**config.mk**
```make
export PLATFORM = sky130hd
export DESIGN_NAME = growable_slot_pool_allocator_core
export DESIGN_NICKNAME = d
export VERILOG_FILES = /design/src/hdl/gspa_pkg.sv /design/src/hdl/gspa_ram.sv /design/src/hdl/gspa_row_eval.sv /design/src/hdl/growable_slot_pool_allocator_core.sv
export SDC_FILE = /design/constraint.sdc
export NUM_CORES = 1
export LEC_CHECK = 0
export BUFFER_PORTS_ARGS = -buffer_cell sky130_fd_sc_hd__buf_2
export CORE_MARGIN = 2
export CORE_UTILIZATION = 45
export DETAILED_ROUTE_END_ITERATION = 12
export PLACE_DENSITY = 0.73
export REMOVE_ABC_BUFFERS = 1
export SLEW_MARGIN = 20
export SYNTH_ARGS = -nofsm -noshare
export SYNTH_HDL_FRONTEND = slang
export SYNTH_SLANG_ARGS = --single-unit
```
**constraint.sdc**
```tcl
create_clock -name clk -period 3.1 [get_ports clk]
set_clock_uncertainty 0.05 [all_clocks]
set_input_delay 0 -clock clk [delete_from_list [all_inputs] [get_ports clk]]
set_output_delay 0 -clock clk [all_outputs]
set_load 0.05 [all_outputs]
```
**src/hdl/gspa_pkg.sv**
```systemverilog
// Shared types, constants and helper functions for the growable slot pool allocator.
`default_nettype none

package gspa_pkg;

    // Pool geometry: the taken map is kept as rows of ROW_W bits
    localparam int SLOTS   = 64;
    localparam int ROW_W   = 16;
    localparam int ROWS    = SLOTS / ROW_W;
    localparam int ROW_AW  = $clog2(ROWS);
    localparam int BIT_AW  = $clog2(ROW_W);
    localparam int SLOT_W  = ROW_AW + BIT_AW;
    localparam int CNT_W   = SLOT_W + 1;
    localparam int TOTAL_W = 32;
    localparam int CFG_AW  = 2;

    localparam logic [CNT_W-1:0] SLOTS_CNT = CNT_W'(SLOTS);

    // Configuration register indexes
    localparam logic [CFG_AW-1:0] CFG_INITIAL_SLOTS = 2'd0;
    localparam logic [CFG_AW-1:0] CFG_MAX_SLOTS     = 2'd1;
    localparam logic [CFG_AW-1:0] CFG_GROW_STEP     = 2'd2;

    typedef enum logic [1:0] {
        MODE_TAKE = 2'd0,
        MODE_GIVE = 2'd1,
        MODE_FIND = 2'd2,
        MODE_NOP  = 2'd3
    } mode_t;

    typedef enum logic [1:0] {
        ST_OK        = 2'd0,
        ST_FULL      = 2'd1,
        ST_NOT_TAKEN = 2'd2,
        ST_NONE      = 2'd3
    } status_t;

    typedef enum logic {
        S_IDLE = 1'b0,
        S_EVAL = 1'b1
    } state_t;

    // Result of evaluating one row of the taken map
    typedef struct packed {
        logic              hit;
        logic [BIT_AW-1:0] bit_pos;
        logic [ROW_W-1:0]  wr_data;
        logic              last_row;
    } row_eval_t;

    // Lowest set bit of a row; zero when none is set
    function automatic logic [BIT_AW-1:0] first_one(input logic [ROW_W-1:0] v);
        logic [BIT_AW-1:0] pos;
        pos = '0;
        for (int j = ROW_W - 1; j >= 0; j--) begin
            if (v[j]) begin
                pos = BIT_AW'(j);
            end
        end
        return pos;
    endfunction

    // Limit a slot count to the pool size
    function automatic logic [CNT_W-1:0] clamp_slots(input logic [CNT_W-1:0] v);
        return (v > SLOTS_CNT) ? SLOTS_CNT : v;
    endfunction

endpackage

`default_nettype wire

```
**src/hdl/gspa_ram.sv**
```systemverilog
// Generic simple dual-port RAM with one write port and a registered read port.
`default_nettype none

module gspa_ram #(
    parameter int WIDTH = 16,
    parameter int DEPTH = 4
) (
    input  wire logic                     clk,
    input  wire logic                     we,
    input  wire logic [$clog2(DEPTH)-1:0] waddr,
    input  wire logic [WIDTH-1:0]         wdata,
    input  wire logic [$clog2(DEPTH)-1:0] raddr,
    output logic      [WIDTH-1:0]         rdata
);

    logic [WIDTH-1:0] mem [DEPTH];

    // Write on enable, read every cycle into the output register
    always_ff @(posedge clk)
    begin
        if (we)
        begin
            mem[waddr] <= wdata;
        end
        rdata <= mem[raddr];
    end

endmodule

`default_nettype wire

```
**src/hdl/gspa_row_eval.sv**
```systemverilog
// Row evaluator: searches one taken-map row for a free, taken or addressed slot.
`default_nettype none

module gspa_row_eval
    import gspa_pkg::*;
(
    input  wire logic [1:0]        mode,
    input  wire logic [ROW_AW-1:0] row,
    input  wire logic [ROW_W-1:0]  row_data,
    input  wire logic [SLOT_W-1:0] slot_index,
    input  wire logic [CNT_W-1:0]  alloc_len,
    output row_eval_t              result
);

    logic [ROW_W-1:0]  in_range;
    logic [ROW_W-1:0]  at_or_after;
    logic [ROW_W-1:0]  free_bits;
    logic [ROW_W-1:0]  found_bits;
    logic [ROW_W-1:0]  give_mask;
    logic [ROW_AW:0]   next_row;
    logic [CNT_W-1:0]  next_start;

    // Mark slot positions below the allocated length and at or after the start index
    always_comb
    begin
        for (int j = 0; j < ROW_W; j++)
        begin
            in_range[j]    = ({1'b0, row, BIT_AW'(j)} < alloc_len);
            at_or_after[j] = ({row, BIT_AW'(j)} >= slot_index);
        end
    end

    assign free_bits  = ~row_data & in_range;
    assign found_bits = row_data & in_range & at_or_after;
    assign give_mask  = ROW_W'(1) << slot_index[BIT_AW-1:0];

    // Row is last to scan when the next row starts at or past the length, or no row follows
    assign next_row   = {1'b0, row} + (ROW_AW + 1)'(1);
    assign next_start = {next_row, {BIT_AW{1'b0}}};

    always_comb
    begin
        result          = '0;
        result.last_row = (next_start >= alloc_len) || (row == ROW_AW'(ROWS - 1));
        unique case (mode)
            MODE_TAKE:
            begin
                result.hit     = |free_bits;
                result.bit_pos = first_one(free_bits);
                result.wr_data = row_data | (ROW_W'(1) << first_one(free_bits));
            end
            MODE_GIVE:
            begin
                result.hit     = |(row_data & give_mask);
                result.bit_pos = slot_index[BIT_AW-1:0];
                result.wr_data = row_data & ~give_mask;
            end
            MODE_FIND:
            begin
                result.hit     = |found_bits;
                result.bit_pos = first_one(found_bits);
                result.wr_data = row_data;
            end
            default:
            begin
                result.hit     = 1'b0;
                result.bit_pos = '0;
                result.wr_data = row_data;
            end
        endcase
    end

endmodule

`default_nettype wire

```
**src/hdl/growable_slot_pool_allocator_core.sv**
```systemverilog
// Top level of the growable slot pool allocator: sequencer, counters and taken-map RAM.
//
// Usage:
//   Command channel: raise start with mode and slot_index while busy is low; the
//   word is taken at that clock edge. Exactly one result word follows, shown on
//   status, granted_slot, taken_count, allocated_count and total_takes for one
//   cycle while done is high. The receiver cannot stall; the result must be
//   captured in that cycle.
//   Configuration channel: cfg_valid/cfg_ready with cfg_index and cfg_data.
//   cfg_ready is high whenever no command is in progress and start is low.
//   Writing initial_slots empties the pool at once (row valid bits are cleared,
//   no sweep).
//   Scan: the taken map is a RAM of 4 rows of 16 slots with a registered read,
//   scanned one row per cycle. The start row is read at accept; a give back
//   evaluates that row only, a take or find moves on row by row until a hit or
//   the last row; done is registered as eval ends. Mode 3 and a take on a full
//   pool register done at accept. A new command may start in the done cycle.
//   Reset: state clears, mode register is NOP, allocated length 8, max 64, growth step 8.
`default_nettype none

module growable_slot_pool_allocator_core
    import gspa_pkg::*;
(
    input  wire logic               clk,
    input  wire logic               rst_n,
    // command channel
    input  wire logic               start,
    output logic                    busy,
    input  wire logic [1:0]         mode,
    input  wire logic [SLOT_W-1:0]  slot_index,
    // result channel
    output logic                    done,
    output logic [1:0]              status,
    output logic [SLOT_W-1:0]       granted_slot,
    output logic [CNT_W-1:0]        taken_count,
    output logic [CNT_W-1:0]        allocated_count,
    output logic [TOTAL_W-1:0]      total_takes,
    // configuration channel
    input  wire logic               cfg_valid,
    output logic                    cfg_ready,
    input  wire logic [CFG_AW-1:0]  cfg_index,
    input  wire logic [CNT_W-1:0]   cfg_data
);

    state_t               state_reg,   state_next;
    logic [1:0]           mode_reg,    mode_next;
    logic [SLOT_W-1:0]    index_reg,   index_next;
    logic [ROW_AW-1:0]    row_reg,     row_next;
    logic [ROWS-1:0]      valid_reg,   valid_next;
    logic [CNT_W-1:0]     taken_reg,   taken_next;
    logic [CNT_W-1:0]     alloc_reg,   alloc_next;
    logic [TOTAL_W-1:0]   total_reg,   total_next;
    logic [CNT_W-1:0]     max_reg,     max_next;
    logic [CNT_W-1:0]     step_reg,    step_next;
    logic                 done_reg,    done_next;
    status_t              status_reg,  status_next;
    logic [SLOT_W-1:0]    slot_reg,    slot_next;

    logic                 accept;
    logic                 cfg_write;
    logic [CNT_W-1:0]     limit;
    logic [CNT_W:0]       grown;
    logic                 take_full;
    logic [ROW_AW-1:0]    rd_addr;
    logic [ROW_W-1:0]     rd_data;
    logic [ROW_W-1:0]     row_data;
    logic                 wr_en;
    row_eval_t            ev;

    assign busy      = (state_reg != S_IDLE);
    assign cfg_ready = (state_reg == S_IDLE) && !start;
    assign accept    = start && !busy;
    assign cfg_write = cfg_valid && cfg_ready;

    assign limit     = clamp_slots(max_reg);
    assign take_full = (taken_reg >= limit);
    assign grown     = {1'b0, alloc_reg} + {1'b0, step_reg};

    // Read the start row on accept, the following row while scanning
    assign rd_addr  = (state_reg == S_IDLE)
                    ? ((mode == MODE_TAKE) ? '0 : slot_index[SLOT_W-1:BIT_AW])
                    : row_reg + ROW_AW'(1);

    // Rows never written since the pool was emptied read as all free
    assign row_data = valid_reg[row_reg] ? rd_data : '0;

    assign wr_en    = (state_reg == S_EVAL) && ev.hit
                    && ((mode_reg == MODE_TAKE) || (mode_reg == MODE_GIVE));

    gspa_ram #(
        .WIDTH (ROW_W),
        .DEPTH (ROWS)
    ) u_map_ram (
        .clk   (clk),
        .we    (wr_en),
        .waddr (row_reg),
        .wdata (ev.wr_data),
        .raddr (rd_addr),
        .rdata (rd_data)
    );

    gspa_row_eval u_row_eval (
        .mode       (mode_reg),
        .row        (row_reg),
        .row_data   (row_data),
        .slot_index (index_reg),
        .alloc_len  (alloc_reg),
        .result     (ev)
    );

    // Next state
    always_comb
    begin
        state_next = state_reg;
        unique case (state_reg)
            S_IDLE:
            begin
                if (accept && (mode != MODE_NOP) && !((mode == MODE_TAKE) && take_full))
                begin
                    state_next = S_EVAL;
                end
            end
            S_EVAL:
            begin
                if (ev.hit || ev.last_row || (mode_reg == MODE_GIVE))
                begin
                    state_next = S_IDLE;
                end
            end
            default:
            begin
                state_next = S_IDLE;
            end
        endcase
    end

    // Datapath and result words
    always_comb
    begin
        mode_next   = mode_reg;
        index_next  = index_reg;
        row_next    = row_reg;
        valid_next  = valid_reg;
        taken_next  = taken_reg;
        alloc_next  = alloc_reg;
        total_next  = total_reg;
        max_next    = max_reg;
        step_next   = step_reg;
        done_next   = 1'b0;
        status_next = status_reg;
        slot_next   = slot_reg;

        unique case (state_reg)
            S_IDLE:
            begin
                // Apply configuration writes while idle; initial_slots empties the pool
                if (cfg_write)
                begin
                    priority if (cfg_index == CFG_INITIAL_SLOTS)
                    begin
                        alloc_next = clamp_slots(cfg_data);
                        taken_next = '0;
                        valid_next = '0;
                    end
                    else if (cfg_index == CFG_MAX_SLOTS)
                    begin
                        max_next = cfg_data;
                    end
                    else if (cfg_index == CFG_GROW_STEP)
                    begin
                        step_next = cfg_data;
                    end
                end

                if (accept)
                begin
                    mode_next  = mode;
                    index_next = slot_index;
                    row_next   = rd_addr;
                    priority if (mode == MODE_NOP)
                    begin
                        done_next   = 1'b1;
                        status_next = ST_OK;
                        slot_next   = '0;
                    end
                    else if ((mode == MODE_TAKE) && take_full)
                    begin
                        done_next   = 1'b1;
                        status_next = ST_FULL;
                        slot_next   = '0;
                    end
                    else if ((mode == MODE_TAKE) && (taken_reg >= alloc_reg))
                    begin
                        // Grow by the step, capped at the limit, never shrinking
                        if (grown > {1'b0, limit})
                        begin
                            if (limit > alloc_reg)
                            begin
                                alloc_next = limit;
                            end
                        end
                        else if (grown[CNT_W-1:0] > alloc_reg)
                        begin
                            alloc_next = grown[CNT_W-1:0];
                        end
                    end
                end
            end

            S_EVAL:
            begin
                row_next = row_reg + ROW_AW'(1);
                unique case (mode_reg)
                    MODE_TAKE:
                    begin
                        if (ev.hit)
                        begin
                            valid_next[row_reg] = 1'b1;
                            taken_next  = taken_reg + CNT_W'(1);
                            total_next  = total_reg + TOTAL_W'(1);
                            done_next   = 1'b1;
                            status_next = ST_OK;
                            slot_next   = {row_reg, ev.bit_pos};
                        end
                        else if (ev.last_row)
                        begin
                            done_next   = 1'b1;
                            status_next = ST_FULL;
                            slot_next   = '0;
                        end
                    end
                    MODE_GIVE:
                    begin
                        done_next = 1'b1;
                        slot_next = '0;
                        if (ev.hit)
                        begin
                            valid_next[row_reg] = 1'b1;
                            status_next = ST_OK;
                            if (taken_reg != '0)
                            begin
                                taken_next = taken_reg - CNT_W'(1);
                            end
                        end
                        else
                        begin
                            status_next = ST_NOT_TAKEN;
                        end
                    end
                    MODE_FIND:
                    begin
                        if (ev.hit)
                        begin
                            done_next   = 1'b1;
                            status_next = ST_OK;
                            slot_next   = {row_reg, ev.bit_pos};
                        end
                        else if (ev.last_row)
                        begin
                            done_next   = 1'b1;
                            status_next = ST_NONE;
                            slot_next   = '0;
                        end
                    end
                    default:
                    begin
                        done_next   = 1'b1;
                        status_next = ST_OK;
                        slot_next   = '0;
                    end
                endcase
            end

            default:
            begin
                done_next = 1'b0;
            end
        endcase
    end

    // Registers
    always_ff @(posedge clk or negedge rst_n)
    begin
        if (!rst_n)
        begin
            state_reg  <= S_IDLE;
            mode_reg   <= MODE_NOP;
            index_reg  <= '0;
            row_reg    <= '0;
            valid_reg  <= '0;
            taken_reg  <= '0;
            alloc_reg  <= CNT_W'(8);
            total_reg  <= '0;
            max_reg    <= CNT_W'(64);
            step_reg   <= CNT_W'(8);
            done_reg   <= 1'b0;
            status_reg <= ST_OK;
            slot_reg   <= '0;
        end
        else
        begin
            state_reg  <= state_next;
            mode_reg   <= mode_next;
            index_reg  <= index_next;
            row_reg    <= row_next;
            valid_reg  <= valid_next;
            taken_reg  <= taken_next;
            alloc_reg  <= alloc_next;
            total_reg  <= total_next;
            max_reg    <= max_next;
            step_reg   <= step_next;
            done_reg   <= done_next;
            status_reg <= status_next;
            slot_reg   <= slot_next;
        end
    end

    // Drive the result word
    assign done            = done_reg;
    assign status          = status_reg;
    assign granted_slot    = slot_reg;
    assign taken_count     = taken_reg;
    assign allocated_count = alloc_reg;
    assign total_takes     = total_reg;

endmodule

`default_nettype wire
```
Yosys cells after proc, flatten, opt, wreduce, memory -nomap -nowiden
Memories as Yosys holds them, arrays and structs flattened. A register that Yosys moved wholly into a read port is not among the register bits.
Cells that the tools add are included.
W data, S select, Z words.

operators by class
  shifts and indexed selects = 2
  add/sub/neg operators = 6
  magnitude comparators = 42
  reduce and logical (&&, ||, !) cells = 34
  bitwise logic cells = 12
  equal/unequal tests = 20
  muxes and demuxes = 95

operator list
  operator                 count
  $mux W4                  37
  $lt A6 B7 Y1             16
  $mux W7                  16
  $ge A6 B6 Y1             16
  $and A16 B16 Y16         5
  $pmux W21 S3             1
  $reduce_or A16 Y1        3
  $mux W6                  6
  $add A32 B1 Y32 const B  1
  $not A16 Y16             2
  $shl A1 B4 Y16 const A   2
  $pmux W7 S2              2
  $mux W2                  11
  $ge A7 B7 Y1             3
  $mux W16                 1
  $or A16 B16 Y16          1
  $gt A7 B7 Y1             2
  $gt A7 B7 Y1 const B     2
  $mux W1                  12
  $pmux W6 S2              1
  $reduce_and A4 Y1        3
  $logic_and A1 B1 Y1      10
  $add A7 B7 Y8            1
  $eq A2 B2 Y1 const B     4
  32 further kinds         53

word-level totals
  word-level logic and storage cells = 225
  RAM bits = 64
  output and inout bits = 57
  register bits = 84
  memories kept = 1
  input bits = 21

memory list
  name           words  width  read ports  clocked after memory_dff  wr ports  RTL line        text
  u_map_ram.mem  4      16     1           1                         1         gspa_ram.sv:16  logic [WIDTH-1:0] mem [DEPTH];

Longest topological paths before layout
  word-level depth = 29
  depth in mapped cells = 15
  gate-level depth less buffers = 14

Hierarchy
From an unflattened synthesis, not the netlist that was laid out.

second synthesis, totals
  cell total of the unflattened synthesis = 921
  area total of the unflattened synthesis = 9819.4 µm²

by module, submodules not included
  module                             cells each  instances  area an instance (µm²)  sequential area each (µm²)
  growable_slot_pool_allocator_core  506         1          5171.2                  2108.3
  gspa_ram                           104         1          2697.6                  2242.2
  gspa_row_eval                      311         1          1950.6                  0.0

Worst setup path after synthesis
No wires, ideal clock.

  path type = register to register
  from = reg alloc_reg[0] (netlist: allocated_count[0])
  to = reg alloc_reg[5] (netlist: allocated_count[5])
  cell stages (with the launch flop) = 15
  library setup time = 126 ps
  arrival time = 3560 ps
  path buffers = 0
  period minus slack after synthesis = 3736 ps
  path slack = -636 ps
  data required time = 2924 ps
  cells stage by stage = dfrtp_1 ha_1 fa_1 a21o_1 a21oi_1 o21bai_1 a21oi_1 xnor2_1 ha_1 nand2_1 o32ai_1 a21oi_1 and3_1 o211ai_1 a311o_1

on the way
  longest elaborated chain between the ends = 8
  elaborated cells on any way between the ends = 13
  those cells by class = add/sub: 1; order compare: 4; mux: 7; reduce/logical: 1

ends and longest elaborated chain
  item                      RTL line                                  text
  start: declaration        growable_slot_pool_allocator_core.sv:51   logic [CNT_W-1:0] alloc_reg, alloc_next;
  start signal: assignment  growable_slot_pool_allocator_core.sv:308  alloc_reg <= alloc_next;
  $add A7 B7 Y8             growable_slot_pool_allocator_core.sv:77   assign grown = {1'b0, alloc_reg} + {1'b0, step_reg};
  $gt A7 B7 Y1              growable_slot_pool_allocator_core.sv:202  else if (grown[CNT_W-1:0] > alloc_reg)
  $mux W7                   growable_slot_pool_allocator_core.sv:202
  $mux W7                   growable_slot_pool_allocator_core.sv:195  if (grown > {1'b0, limit})
  $mux W7 *                 growable_slot_pool_allocator_core.sv:192  else if ((mode == MODE_TAKE) && (taken_reg >= alloc_reg))
  $mux W7 *                 growable_slot_pool_allocator_core.sv:186  else if ((mode == MODE_TAKE) && take_full)
  $mux W7 *                 growable_slot_pool_allocator_core.sv:180  priority if (mode == MODE_NOP)
  $mux W7 *                 growable_slot_pool_allocator_core.sv:175  if (accept)

Every way passes the cells marked *; elsewhere a longest branch is shown, timed or not.
A chain may end at the register's enable or synchronous reset.

Worst setup path after layout
Ends and elaborated chain as after synthesis.

==> results.json <==
{
  "status": "finished, violations left",
  "failed_checks": "negative setup slack",
  "maxSlewViolCount": 0,
  "timing.max_cap.violations": 0,
  "synth-seq-area-share_pct": 45.2,
  "syn2layout_area_growth_pct": 44.2,
  "fmaxAchievable_mhz": 292,
  "first_iter_violations": 775,
  "cts_root_buf": "sky130_fd_sc_hd__clkbuf_16",
  "grt_antenna_before_repair": 0,
  "hold_path.class": "in2reg",
  "placement.setup.worst_slack_ps": -439,
  "min_from": "start",
  "grt_pass1_wl_um": 45900,
  "synth_edf_count": 64,
  "worst_setup_hold_path_clk_slew_ps": 70,
  "drive_gt1_share_pct": 43.5,
  "finalCoreUtilization_pct": 66.0,
  "timing.final.hold_violations": 0,
  "standard_cell_rows": 53,
  "nature_of_the_critical_path_startpoint": "register",
  "synth_top_flop_cell": "sky130_fd_sc_hd__dfrtp_1",
  "clkSinkCount": 164,
  "overflow": 0,
  "slew_headroom_pct": 46.3,
  "rsz_0062_raised_after_global_routing": "yes",
  "worst-endpoint-required_ps": 3390,
  "crit_type": "reg2reg",
  "design.core.area_um2": 21000,
  "antenna_violating_nets_post_route": 0,
  "yosys.cell_types.count": 84,
  "h-tree-depth": 4,
  "crit_startpoint": "allocated_count[0]",
  "synth_cells": 902,
  "finalSetupViolations": 110,
  "synth-async-reset-ratio_pct": 51.2,
  "post_detailed_route_drc_marker_count": 0,
  "initial_utilization_pct": 45.8,
  "vias": 8872,
  "drt_pass_1_iters": 5,
  "reg2reg_from": "allocated_count[0]",
  "register_ranked_first_by_flip_flop_count": "u_map_ram.mem",
  "cts_tree": "yes",
  "die_height_um": 150,
  "worst_setup_path_end_kind": "register",
  "largest_register_ffs": 64,
  "io_buffers": 77,
  "grt_usage_pct": 26.8,
  "post-dp-hpwl_um": 20400,
  "gp_routability_congestion": 0.936,
  "synth-seq-cells": 164,
  "synth_area_per_cell_um2": 10.7,
  "avgRoutedWirePerCell_um": 21.5,
  "critical_path_maximum_fanout": 6,
  "boundaryPins": 78,
  "final.min_clock_period_ps": 3420,
  "post_synth_instance_area_um2": 9620,
  "layout_worst_path_cycle_share_pct": 110,
  "clkLatencyLatePin_ps": 460,
  "die-width_um": 150,
  "final_area_um2": 13900,
  "total_wire_length_after_detailed_routing_um": 31600,
  "route.detailed.vias_per_inst": 6.02,
  "ys_warn_count": 0,
  "clock_path_buffers": 2,
  "placed_area_um2": 11400,
  "insertedDiodeCount": 0,
  "tritoncts.num_buffers": 17,
  "nNetsFinal": 1268,
  "grt_max_degree": 85,
  "worst-slew-pin-transition_ps": 806,
  "fp.dieArea_um2": 22600,
  "fin_setup_tns_ps": -8370,
  "first_global_vias": 8518,
  "timing.final.ws_setup_ps": -319,
  "cp_arrival_ps": 3710
}
## synthesized netlist by cell type, types with 18 or more instances
| cell type | number | share of area (%) |
|---|---|---|
| sky130_fd_sc_hd__nor2_1 | 48 | 1.9 |
| sky130_fd_sc_hd__nand3_1 | 22 | 1.1 |
| sky130_fd_sc_hd__clkbuf_1 | 18 | 0.70 |
| sky130_fd_sc_hd__xnor2_1 | 28 | 2.5 |
| sky130_fd_sc_hd__inv_1 | 40 | 1.6 |
| sky130_fd_sc_hd__a21o_1 | 25 | 2.0 |
| sky130_fd_sc_hd__o22ai_1 | 18 | 1.2 |
| sky130_fd_sc_hd__ha_1 | 60 | 7.8 |
| sky130_fd_sc_hd__dfrtp_1 | 79 | 21 |
| sky130_fd_sc_hd__a21oi_1 | 33 | 1.7 |
| sky130_fd_sc_hd__edfxtp_1 | 64 | 20 |
| sky130_fd_sc_hd__o21ai_0 | 46 | 2.4 |
| sky130_fd_sc_hd__nand2_1 | 94 | 3.7 |
| sky130_fd_sc_hd__mux4_2 | 19 | 4.4 |
## metal layers
layer  part of all wire (%)  routed length [µm]  GRT usage (%)
met1                     40               12700           35.3
met4                    4.5                1430           11.6
met3                    7.4                2330           4.88
met5                      0                   0              0
met2                     48               15100           43.4
## logic make-up after synthesis
| family | Yosys count | share of synthesized area, % |
|---|---|---|
| buffers and inverters | 70 | 2.96 |
| AO/OA/AOI/OAI | 235 | 17.2 |
| XOR/XNOR | 41 | 3.73 |
| AND/OR/NAND/NOR | 288 | 15.6 |
| flip-flops | 164 | 45.2 |
| adder cells (fa/ha/maj) | 62 | 8.22 |
| multiplexers | 42 | 7.07 |
## area by class of cell
type / count / area, µm²
clock inverters: 15 / 176
flip-flops and latches: 164 / 4350
fillers: 1441 / 7150
clock buffers: 17 / 425
well taps: 275 / 344
inverters: 40 / 150
repair buffers: 292 / 2270
multi-input cells: 670 / 6150
## worst max-delay path, cell delays in order (launching register included)
cell	delay, ps
sky130_fd_sc_hd__dfrtp_1	390
sky130_fd_sc_hd__ha_2	200
sky130_fd_sc_hd__fa_2	360
sky130_fd_sc_hd__a21o_1	180
sky130_fd_sc_hd__a21oi_2	140
sky130_fd_sc_hd__o21bai_1	100
sky130_fd_sc_hd__a21oi_2	180
sky130_fd_sc_hd__xnor2_2	110
sky130_fd_sc_hd__ha_1	340
sky130_fd_sc_hd__nand2_1	80
sky130_fd_sc_hd__o32ai_2	270
sky130_fd_sc_hd__a21oi_2	70
sky130_fd_sc_hd__buf_6	130
sky130_fd_sc_hd__and4_1	180
sky130_fd_sc_hd__o211a_1	210
sky130_fd_sc_hd__a311o_1	320
## final timing paths
check	cells after the start	slack (ps)	endpoint
min in group asynchronous	2	100	total_takes[28]
max in group asynchronous	2	2260	row_reg[1]
worst min register to register	1	420	total_takes[31]
worst max register to register	15	-320	allocated_count[5]
worst min-delay path	4	50	row_reg[1]
worst max-delay path	15	-320	allocated_count[5]
## stage by stage
stage | instances | hold slack (ps)
finish | 1473 | 49.8
floorplan | 872 | -346
global route | 1473 | 45.7
global placement | 1376 | 151
detailed placement | 1376 | 159
CTS | 1449 | 0.0521
## repair_timing
item,CTS,global route
setup endpoints to repair,186,188
pin swaps,39,69
hold buffers,21,0
endpoints found under the hold margin,108,0
buffers inserted,19,28
gates resized for setup,100,174
cloned,2,2
## cells in the final DEF, fill, tap and decap left out, types with 8 or more instances in the layout
master	count
sky130_fd_sc_hd__a211oi_2	9
sky130_fd_sc_hd__a21o_1	24
sky130_fd_sc_hd__a21oi_1	19
sky130_fd_sc_hd__a21oi_2	11
sky130_fd_sc_hd__and3_1	8
sky130_fd_sc_hd__buf_2	76
sky130_fd_sc_hd__buf_4	154
sky130_fd_sc_hd__buf_6	35
sky130_fd_sc_hd__clkbuf_16	18
sky130_fd_sc_hd__dfrtp_1	76
sky130_fd_sc_hd__dfxtp_1	16
sky130_fd_sc_hd__dlygate4sd3_1	21
sky130_fd_sc_hd__edfxtp_1	64
sky130_fd_sc_hd__ha_1	54
sky130_fd_sc_hd__inv_1	38
sky130_fd_sc_hd__mux2_2	13
sky130_fd_sc_hd__mux2i_1	8
sky130_fd_sc_hd__mux4_2	20
sky130_fd_sc_hd__nand2_1	77
sky130_fd_sc_hd__nand2_2	10
sky130_fd_sc_hd__nand3_1	14
sky130_fd_sc_hd__nand4_1	15
sky130_fd_sc_hd__nor2_1	42
sky130_fd_sc_hd__nor2b_1	11
sky130_fd_sc_hd__o21ai_0	31
sky130_fd_sc_hd__o22ai_4	10
sky130_fd_sc_hd__xnor2_1	18
sky130_fd_sc_hd__xnor2_2	10
sky130_fd_sc_hd__xor2_1	13
Power is not shown: default switching activity piles up to over one toggle a cycle in this logic, so the estimate is an artifact.
